### config.mk
export PLATFORM = sky130hd
export DESIGN_NAME = ric_ctrl
export DESIGN_NICKNAME = d
export VERILOG_FILES = /design/src/rtl/ric_pkg.sv /design/src/rtl/ric_ctrl.sv
export SDC_FILE = /design/constraint.sdc
export NUM_CORES = 1
export LEC_CHECK = 0
export BUFFER_PORTS_ARGS = -buffer_cell sky130_fd_sc_hd__buf_2
export CORE_MARGIN = 3
export CORE_UTILIZATION = 47
export CTS_BUF_LIST = sky130_fd_sc_hd__clkbuf_8
export CTS_CLUSTER_SIZE = 16
export DETAILED_ROUTE_END_ITERATION = 8
export PLACE_DENSITY = 0.72
export SLEW_MARGIN = 20
export SYNTH_ARGS = -nofsm -noshare
export SYNTH_HDL_FRONTEND = slang
export SYNTH_SLANG_ARGS = --single-unit
### constraint.sdc
create_clock -name clk -period 1.4 [get_ports clk]
set_input_delay 0.21 -clock clk [delete_from_list [all_inputs] [get_ports clk]]
set_output_delay 0.21 -clock clk [all_outputs]
set_load 0.01 [all_outputs]
### src/rtl/ric_pkg.sv
// Shared constants, codes and controller/datapath command types for the
// reprojection inlier check. No dependencies.
`default_nettype none
package ric_pkg;

  localparam int COUNT_BITS = 16;
  localparam int TOTAL_W    = 16;
  localparam int DIV_STEPS  = 40;
  localparam int DIV_CNT_W  = 6;
  localparam int MAC_STEPS  = 3;
  localparam int ACC_W      = 50;
  localparam int MAG_W      = 49;
  localparam int PROD_W     = 81;
  localparam int DEN_W      = 61;
  localparam int DIFF_W     = 18;
  localparam logic signed [DIFF_W-1:0] DIFF_LIMIT = 18'sd65520;

  // verdict codes
  localparam logic [1:0] VERDICT_INLIER  = 2'd0;
  localparam logic [1:0] VERDICT_INVALID = 2'd1;
  localparam logic [1:0] VERDICT_DEPTH   = 2'd2;
  localparam logic [1:0] VERDICT_ERROR   = 2'd3;

  // register indexes
  localparam logic [2:0] REG_ROT_ROW0    = 3'd0;
  localparam logic [2:0] REG_ROT_ROW1    = 3'd1;
  localparam logic [2:0] REG_ROT_ROW2    = 3'd2;
  localparam logic [2:0] REG_TRANSLATION = 3'd3;
  localparam logic [2:0] REG_FOCAL       = 3'd4;
  localparam logic [2:0] REG_CENTER      = 3'd5;
  localparam logic [2:0] REG_ERROR_LIMIT = 3'd6;

  // controller commands to the datapath
  typedef struct packed {
    logic load;
    logic mac;
    logic check;
    logic mul_lo;
    logic mul_hi;
    logic div_init;
    logic div_step;
    logic diff;
    logic sqr;
    logic cmp;
    logic emit;
  } ric_cmd_t;

  // datapath status to the controller
  typedef struct packed {
    logic point_ok;
    logic out_busy;
  } ric_sts_t;

endpackage
`default_nettype wire

### src/rtl/ric_ctrl.sv
// Controller state machine sequencing the datapath for one word at a time.
// Uses ric_pkg command and status types.
`default_nettype none
module ric_ctrl (
  input  wire logic              clk,
  input  wire logic              rst_n,
  input  wire logic              in_valid,
  output logic                   in_ready,
  input  wire ric_pkg::ric_sts_t sts,
  output logic [1:0]             mac_sel,
  output ric_pkg::ric_cmd_t      cmd
);

  localparam logic [3:0] ST_IDLE  = 4'd0;
  localparam logic [3:0] ST_MAC   = 4'd1;
  localparam logic [3:0] ST_CHECK = 4'd2;
  localparam logic [3:0] ST_MULLO = 4'd3;
  localparam logic [3:0] ST_MULHI = 4'd4;
  localparam logic [3:0] ST_DINIT = 4'd5;
  localparam logic [3:0] ST_DIV   = 4'd6;
  localparam logic [3:0] ST_DIFF  = 4'd7;
  localparam logic [3:0] ST_SQR   = 4'd8;
  localparam logic [3:0] ST_CMP   = 4'd9;
  localparam logic [3:0] ST_EMIT  = 4'd10;

  logic [3:0]                      state_r, state_nxt;
  logic [ric_pkg::DIV_CNT_W-1:0]   cnt_r, cnt_nxt;

  assign in_ready = state_r == ST_IDLE;
  assign mac_sel  = cnt_r[1:0];

  // next state and commands
  always_comb begin
    state_nxt = state_r;
    cnt_nxt   = cnt_r;
    cmd       = '0;
    case (state_r)
      ST_IDLE: begin
        if (in_valid) begin
          cmd.load  = 1'b1;
          cnt_nxt   = '0;
          state_nxt = ST_MAC;
        end
      end
      ST_MAC: begin
        cmd.mac = 1'b1;
        cnt_nxt = cnt_r + 1'b1;
        if (cnt_r == ric_pkg::DIV_CNT_W'(ric_pkg::MAC_STEPS - 1)) begin
          state_nxt = ST_CHECK;
        end
      end
      ST_CHECK: begin
        cmd.check = 1'b1;
        state_nxt = sts.point_ok ? ST_MULLO : ST_EMIT;
      end
      ST_MULLO: begin
        cmd.mul_lo = 1'b1;
        state_nxt  = ST_MULHI;
      end
      ST_MULHI: begin
        cmd.mul_hi = 1'b1;
        state_nxt  = ST_DINIT;
      end
      ST_DINIT: begin
        cmd.div_init = 1'b1;
        cnt_nxt      = '0;
        state_nxt    = ST_DIV;
      end
      ST_DIV: begin
        cmd.div_step = 1'b1;
        cnt_nxt      = cnt_r + 1'b1;
        if (cnt_r == ric_pkg::DIV_CNT_W'(ric_pkg::DIV_STEPS - 1)) begin
          state_nxt = ST_DIFF;
        end
      end
      ST_DIFF: begin
        cmd.diff  = 1'b1;
        state_nxt = ST_SQR;
      end
      ST_SQR: begin
        cmd.sqr   = 1'b1;
        state_nxt = ST_CMP;
      end
      ST_CMP: begin
        cmd.cmp   = 1'b1;
        state_nxt = ST_EMIT;
      end
      ST_EMIT: begin
        // hold until the output register frees
        if (!sts.out_busy) begin
          cmd.emit  = 1'b1;
          state_nxt = ST_IDLE;
        end
      end
      default: state_nxt = ST_IDLE;
    endcase
  end

  always_ff @(posedge clk) begin
    if (!rst_n) begin
      state_r <= ST_IDLE;
      cnt_r   <= '0;
    end else begin
      state_r <= state_nxt;
      cnt_r   <= cnt_nxt;
    end
  end

  a_emit_free: assert property (@(posedge clk) disable iff (!rst_n)
    cmd.emit |-> !sts.out_busy) else $error("result written over a held result");

  a_div_bound: assert property (@(posedge clk) disable iff (!rst_n)
    state_r == ST_DIV |-> cnt_r < ric_pkg::DIV_CNT_W'(ric_pkg::DIV_STEPS))
    else $error("divider ran past its last step");

  a_one_cmd: assert property (@(posedge clk) disable iff (!rst_n)
    $onehot0(cmd)) else $error("more than one datapath command at once");

  a_load_idle: assert property (@(posedge clk) disable iff (!rst_n)
    cmd.load |=> state_r == ST_MAC) else $error("accepted word did not start the transform");

endmodule
`default_nettype wire

# == Word-level counts from Yosys, hierarchy flattened ==
# Index checks and enable logic that the tools add are counted.
# word_totals
regBits,10
elab_cells,45
output_inout_bits,14
# op_classes
n_reduce_logical,5
addsub,1
n_eq_ne,16
mux,21
# ops
cell,count
$pmux 4 s11,1
$mux 4,5
$pmux 6 s3,1
$eq 4x3->1 const B,4
$mux 1,13
$eq 4x4->1 const B,3
$eq 4x2->1 const B,2
$ne 2x2->1 const B,4
$add 6x1->6 const B,1
$eq 6x2->1 const B,1
$eq 6x6->1 const B,1
$mux 6,1
$eq 4x1->1 const B,1
$logic_not 4->1,1
$reduce_and 4->1,1
$reduce_bool 3->1,1
$reduce_and 2->1,1
$reduce_or 2->1,1

# == Longest topological paths before layout ==
# Gate-level depths: netlist of run 1.
# depth
word_depth,4
ltp_mapped,5

# == Worst setup path after synthesis of run 1 ==
# OpenSTA, ideal clock, no wires.
# synth_path
path_type,reg2out
from,register state_r[2]
to,output cmd[10] (netlist name)
stages_incl_launch_ff,4
slack_ps,-68
path_buffers,1
arrival_ps,1258
required_time_ps,1190
path_cell_list,dfxtp_1 clkbuf_1 nor4_1 and2_1
# synth_rtl
element,line_no,text
start: declaration,ric_ctrl.sv:26,"logic [3:0] state_r, state_nxt;"
start signal: assignment,ric_ctrl.sv:104,state_r <= state_nxt;
end: declaration,ric_ctrl.sv:11,output ric_pkg::ric_cmd_t cmd

==> results.toml, run 1 <==
[outcome]
status = "complete, but fails checks"
violations = "setup timing"

[layout]
layout.area.seq_um2 = 210.2
layout_commonest_cell = "buf_2"
multi_input_area_um2 = 511.7
n_fill_cell = 77
layout-drive-gt1-share_pct = 52.34
mostFrequentLayoutCells = "16 x buf_2, 11 x nor2_1, 11 x buf_4"
area.growth.synth_to_final_pct = 67.34
final_nets = 137
fin_cells = 143
antenna_cells = 0

[drt]
firstDrtPassIters = 6
vias = 883
wire_per_inst_um = 17.07
viasPerCell = 6.175
drc_errors = 0
drt-initial-drc-count = 47
antenna_left = 0
routed_wl_mm = 2.441

[floorplanning]
num_io_pins = 19
start_util_pct = 50.84
row_count = 13
coreArea_um2 = 1334
die_h_um = 43.99
dieArea_um2 = 1935
fp.dieW_um = 43.99

[power_and_ir_drop]
power.leakage_nw = 0.5031
irDropWorstVdd_uv = 1325
power_mw = 1.925
powerDensity_nw_per_um2 = 1696

[clocking]
clk_latency_ns = 0.23
cts_tree = "done"
cts_max_path_buffers = 2
postCtsHoldBufs = 0
cts-root-buf = "clkbuf_8"
cts.sinks = 10
cts_made_buffers = 3
path_clk_slew_ns = 0.05
ctsHtreeMaxLevel = 1

[logic_synthesis]
syn_inst = 95
syn_area_um2 = 678.2
synth_area_per_cell_um2 = 7.138
yosysWarnings = 0
postSynth.asyncResetShare_pct = 0
synthesis.nets = 102
synthFlopType = "dfxtp_1"
synthDistinctLibCells = 31
synth.ff_latch_count = 10
ys_seq_area_share_pct = 29.52
synth_edf_count = 0

[setup_path]
crit_arrival_ns = 1.37
end_kind = "output pin"
critical_path_class = "reg2out"
path_max_fanout = 5
cp-start-kind = "flip-flop"
ff2ff_setup_slack_ns = -0.12
worstPathRequired_ns = 1.19

[timing]
maxSlewHeadroom_pct = 74.92
rsz0062_at_grt = "yes"
hold_viol = 0
worst-slew-pin-transition_ns = 0.3723
setup-violations-final = 10
max_freq_ghz = 0.6337
drv_slew = 0
clock_skew_ns = 0.001683
finalHoldWorstSlack_ns = 0.2761
setup_slack_ns = -0.1780
timing.final.crit_share_pct = 112.7
finalCriticalPeriod_ns = 1.578

[global_route]
antenna_found_initial = 0
grt_use_total_pct = 23.48
grt_pass1_vias = 747
grt_max_degree = 14
grt_pass1_wl_mm = 3.374
grt.overflow.total = 0

[run]
maxCapViolCount = 0

[placed_design]
gp_congestion = 0.8243
numPortBuffers = 18
dp_hpwl_mm = 1.309
place_inst = 132

[worst_hold_path]
hp-class = "in2reg"
logic make-up after synthesis:
| kind of cell | count (synthesis) | share of synthesized area (%) |
|---|---|---|
| xor gates and xnor gates | 1 | 1.292 |
| adders and majority gates | 2 | 3.689 |
| AOI/OAI and AO/OA | 25 | 22.88 |
| and+or+nand+nor | 43 | 33.77 |
| DFF | 10 | 29.52 |
| buffers and inverters | 14 | 8.855 |
layer usage:
metal	vias up	track usage, %	wire, um
met5	-	0	0
met4	0	8.434	70
met3	8	5.394	148
met2	48	40.41	1216
met1	419	28.11	1005
li1	408	-	-
repair_timing:
| item | 4_1_cts | 5_1_grt |
|---|---|---|
| pin swaps | 6 | 5 |
| endpoints found under the setup margin | 13 | 18 |
| buffers inserted | 1 | 6 |
| resized for setup | 22 | 20 |
| cloned | 1 | 1 |
power breakdown:
part	total (mW)	internal, mW	switching (mW)
clock network	0.298	0.188	0.110
registers	0.424	0.354	0.0701
logic	1.20	0.571	0.632
worst paths after layout:
| path | start | end | cells past startpoint |
|---|---|---|---|
| worst max register to register | state_r[1] | state_r[1] | 4 |
| worst min register to register | cnt_r[5] | cnt_r[5] | 2 |
| worst max-delay path | state_r[1] | cmd[9] | 3 |
| worst min-delay path | rst_n | cnt_r[3] | 3 |
worst max-delay path, cell delays in order, from the launching register on:
cell and delay [ns]:
dfxtp_4 0.35, or4b_4 0.60, inv_2 0.09, buf_6 0.10
synth_stat cells (2+ instances only):
library cell  instances  area [um^2]
inv_1                 7        26.28
nor2_1               11        41.29
nor3_1                7        35.03
nand2_1               8        30.03
nand2b_1              3        18.77
o21ai_1               2        10.01
a311oi_1              2        17.52
a21oi_1               9        45.04
nor4_1                3        18.77
nand3_1               4        20.02
a31oi_1               3        18.77
ha_1                  2        25.02
buf_4                 2        15.01
o21ai_0               3        15.01
clkbuf_1              4        15.01
dfxtp_1              10        200.2
through the flow:
step	util, %	worst slack [ns]	TNS (ns)	instance area, um^2
6_report	85.08	-0.1780	-0.7407	1135
5_1_grt	85.08	-0.1959	-1.480	1135
4_1_cts	75.33	-0.1300	-0.4808	1005
3_5_place_dp	63.41	-0.02339	-0.04909	845.8
3_3_place_gp	63.41	0.002706	0	845.8
2_1_floorplan	-	0.007976	0	688.2
sequential cells by signal (all words and copies together), names as in the netlist:
register  cells
state_r       4
cnt_r         6
final cells by class:
cell class / instances / share of cell area [%]
flip-flops and latches: 10 / 18.52
repair buffers: 37 / 28.34
well taps: 15 / 1.654
inverters: 7 / 2.756
multi-input cells: 71 / 45.09
clock buffers: 3 / 3.638
(Power assumes the default switching activity.)
==> inputs of run 2 (changes only) <==
SETUP_SLACK_MARGIN = 0.4   (was unset)
==> results.toml, run 2 (synthesis gave the netlist of run 1 again) <==
[outcome]
status = "complete, but fails checks"
violations = "setup timing"

[drt]
drc_errors = 0
antenna_left = 0
drt-initial-drc-count = 57
firstDrtPassIters = 4
wire_per_inst_um = 18.34
routed_wl_mm = 2.696
vias = 946
viasPerCell = 6.435

[layout]
fin_area_um2 = 1202
n_fill_cell = 59
fin_cells = 147
layout-drive-gt1-share_pct = 60.61
layout.area.seq_um2 = 207.7
post-route-util_pct = 90.15
area.growth.synth_to_final_pct = 77.31
top_regs = "cnt_r: 6 flops, state_r: 4 flops"
final_nets = 140
multi_input_area_um2 = 565.5
layout_commonest_cell = "buf_2"
top_register = "cnt_r"
mostFrequentLayoutCells = "16 x buf_2, 13 x buf_4, 10 x nor2_1"
antenna_cells = 0
largest_register_ffs = 6

[placed_design]
place_ws_ns = -0.05624
numPortBuffers = 18
placed_area_um2 = 918.4
dp_hpwl_mm = 1.395
place_inst = 133
gp_congestion = 0.8685

[setup_path]
crit_chain = "or4b_4, a21oi_2, o21ai_1, a32o_1"
crit_family = "simple AND/OR/NAND/NOR gates"
cp_slowest_cell = "or4b_4"
end_kind = "flip-flop"
crit_arrival_ns = 1.69
path_max_fanout = 5
crit_buf_inv = 0
cp-start-kind = "flip-flop"
worstPathRequired_ns = 1.52
critical_path_class = "reg2reg"
slowest_delay_ns = 0.60

[timing]
setup_slack_ns = -0.1707
rsz0062_at_grt = "yes"
finalCriticalPeriod_ns = 1.571
finalHoldWorstSlack_ns = 0.2481
max_freq_ghz = 0.6367
setup-violations-final = 14
hold_viol = 0
drv_slew = 0
timing.final.crit_share_pct = 112.2
worst-slew-pin-transition_ns = 0.3996
maxSlewHeadroom_pct = 72.99
clock_skew_ns = 0.0008152

[run]
maxCapViolCount = 0

[floorplanning]
fp.dieW_um = 43.99
dieArea_um2 = 1935
row_count = 13
coreArea_um2 = 1334
num_io_pins = 19
start_util_pct = 50.84
die_h_um = 43.99

[clocking]
cts_made_buffers = 3
postCtsHoldBufs = 0
cts_tree = "done"
cts.sinks = 10
ctsHtreeMaxLevel = 1
cts-root-buf = "clkbuf_8"
clk_latency_ns = 0.24
path_clk_slew_ns = 0.05
cts_max_path_buffers = 2

[power_and_ir_drop]
power.leakage_nw = 0.5181
powerDensity_nw_per_um2 = 1807
irDropWorstVdd_uv = 1228

[global_route]
antenna_found_initial = 0
grt_pass1_vias = 782
grt_use_total_pct = 23.80
grt_max_degree = 14
grt_pass1_wl_mm = 3.408
grt.overflow.total = 0

[worst_hold_path]
hp-class = "in2reg"
[run 2: metal layers]
metal | GRT usage [%] | up-vias | part of all wire [%]
met1 | 29.82 | 447 | 40
met2 | 38.37 | 61 | 47
li1 | - | 419 | -
met4 | 9.639 | 0 | 4.5
met5 | 0 | - | 0
met3 | 6.224 | 19 | 8.8
[run 2: path summary, 6_finish.rpt]
path	startpoint	end	slack, ns	cells after the start
max	state_r[1]	state_r[1]	-0.17	4
min	rst_n	cnt_r[3]	0.25	3
min reg2reg	cnt_r[0]	cnt_r[0]	0.50	1
max reg2reg	state_r[1]	state_r[1]	-0.17	4
[run 2: report_power, final]
group          internal [mW]  switching [mW]  total, mW
clock network          0.248           0.119      0.366
registers              0.352          0.0686      0.420
logic                  0.646           0.741       1.39
total                   1.25           0.928       2.17
[run 2: cell type report]
cell class,instances,area share (%)
multi-input combinational,71,47.03
timing repair buffer,40,26.53
sequential,10,17.27
clock buffer,4,4.579
inverter,7,3.018
tap,15,1.561
[run 2: repair_timing]
| action | in CTS | in global routing |
|---|---|---|
| cloned | 0 | 0 |
| setup buffers | 4 | 6 |
| pin swaps | 3 | 10 |
| gates resized for setup | 13 | 28 |
| endpoints found under the setup margin | 24 | 22 |
[run 2: metrics by stage]
stage	TNS, ns	total power, mW
after floorplan	0	1.121
after global placement	0	1.330
after detailed placement	-0.1048	1.351
after CTS	-0.5537	1.853
after global routing	-1.763	2.290
final	-1.000	2.173
[run 2: tightest hold or removal path, cell delays in order]
cell and delay, ns:
buf_2 0.14, o21ai_2 0.05, a31oi_1 0.04
==> inputs of run 3 (changes only) <==
CORE_UTILIZATION = 44   (was 47)
CTS_BUF_LIST = unset   (was sky130_fd_sc_hd__clkbuf_8)
PLACE_DENSITY = 0.68   (was 0.72)
==> results.toml, run 3 (synthesis gave the netlist of run 1 again) <==
[global_route]
grt_pass1_vias = 825
use_met1_pct = 36.08
grt_pass1_wl_mm = 3.891
busiest_layer = "met2"
antenna_found_initial = 0
grt_use_total_pct = 26.23
use_met2_pct = 39.55
grt.overflow.total = 0
gr-usage-met3_pct = 4.382
grt_max_degree = 14

[drt]
drt-initial-drc-count = 104
routed_wl_mm = 3.241
drc_errors = 0
firstDrtPassIters = 5
vias = 978
wire_per_inst_um = 22.35
viasPerCell = 6.745
antenna_left = 0

[setup_path]
r2r_cells = 5
cp-start-kind = "flip-flop"
r2r_end = "state_r[1]"
ff2ff_setup_slack_ns = -0.23
worstPathRequired_ns = 1.57
end_kind = "flip-flop"
crit_arrival_ns = 1.80
path_max_fanout = 3
r2r-start = "state_r[1]"
critical_path_class = "reg2reg"

[layout]
area.growth.synth_to_final_pct = 85.79
top_register = "cnt_r"
post-route-util_pct = 92.22
fin_area_um2 = 1260
fin_cells = 145
largest_register_ffs = 6
layout-drive-gt1-share_pct = 60.00
layout_commonest_cell = "buf_2"
mostFrequentLayoutCells = "14 x buf_2, 11 x buf_4, 8 x nor2_1"
top_regs = "cnt_r: 6 flops, state_r: 4 flops"
final_nets = 138
antenna_cells = 0

[timing]
maxSlewHeadroom_pct = 75.37
worst-slew-pin-transition_ns = 0.3643
setup_slack_ns = -0.2251
setup-violations-final = 19
rsz0062_at_grt = "yes"
finalCriticalPeriod_ns = 1.625
hold_viol = 0
finalHoldWorstSlack_ns = 0.2126
timing.final.crit_share_pct = 116.1
drv_slew = 0
max_freq_ghz = 0.6153
clock_skew_ns = 0.002026
final.setup.tns_ns = -2.268

[placed_design]
numPortBuffers = 18
dp_hpwl_mm = 1.450
place_inst = 130
place_ws_ns = -0.05032
placed_area_um2 = 895.9
gp_congestion = 0.8725

[clocking]
postCtsHoldBufs = 0
cts.sinks = 10
path_clk_slew_ns = 0.08
cts_tree = "done"
clk_latency_ns = 0.28
ctsHtreeMaxLevel = 1
cts_made_buffers = 3
cts-root-buf = "clkbuf_4"
cts_max_path_buffers = 2

[run]
maxCapViolCount = 0

[floorplanning]
coreArea_um2 = 1366
fp.dieW_um = 45.26
start_util_pct = 49.63
row_count = 13
dieArea_um2 = 2048
die_h_um = 45.26
num_io_pins = 19

[worst_hold_path]
hold_end = "state_r[3]"
hp-class = "in2reg"
holdPathStages = 3
hold_start = "rst_n"

[power_and_ir_drop]
power.leakage_nw = 0.5361
powerDensity_nw_per_um2 = 1976
power_mw = 2.490
irDropWorstVdd_uv = 1311

[outcome]
status = "complete, but fails checks"
violations = "setup timing"
run 3: repair_timing:
action	4_1_cts	5_1_grt
gates resized for setup	20	33
pin swaps	7	8
cloned	0	1
setup endpoints to repair	24	24
buffers inserted	6	4
run 3: metal layers:
| layer | share of wire [%] | up-vias |
|---|---|---|
| met4 | 6.5 | 0 |
| met1 | 37 | 442 |
| met3 | 10 | 23 |
| met2 | 46 | 98 |
| li1 | - | 415 |
| met5 | 0 | - |
run 3: critical path: stages (launching register included):
cell     delay [ns]
dfxtp_4        0.37
or4b_4         0.57
buf_12         0.17
a21oi_4        0.14
o21ai_2        0.07
a32o_1         0.21
run 3: how the worst max path moves through the flow:
stage,cells past startpoint,start,slack (ns),endpoint
after CTS,5,state_r[2],-0.16,state_r[1]
after global placement,4,state_r[1],0.008,state_r[1]
after detailed placement,4,state_r[1],-0.05,cnt_r[5]
after global routing,5,state_r[1],-0.24,state_r[1]
final,5,state_r[1],-0.23,state_r[1]
after floorplan,4,state_r[1],0.02,state_r[1]
run 3: power breakdown:
group | total (mW) | internal, mW | switching [mW]
Combinational | 1.77 | 0.843 | 0.929
Sequential | 0.438 | 0.358 | 0.0794
Clock | 0.280 | 0.158 | 0.122
run 3: layout make-up:
type / count / area [um^2]
Clock buffer: 4 / 36.28
Fill cell: 55 / 106.4
Inverter: 7 / 38.79
Multi-Input combinational cell: 71 / 605.6
Sequential cell: 10 / 214.0
Tap cell: 15 / 18.77
Timing Repair Buffer: 38 / 346.6
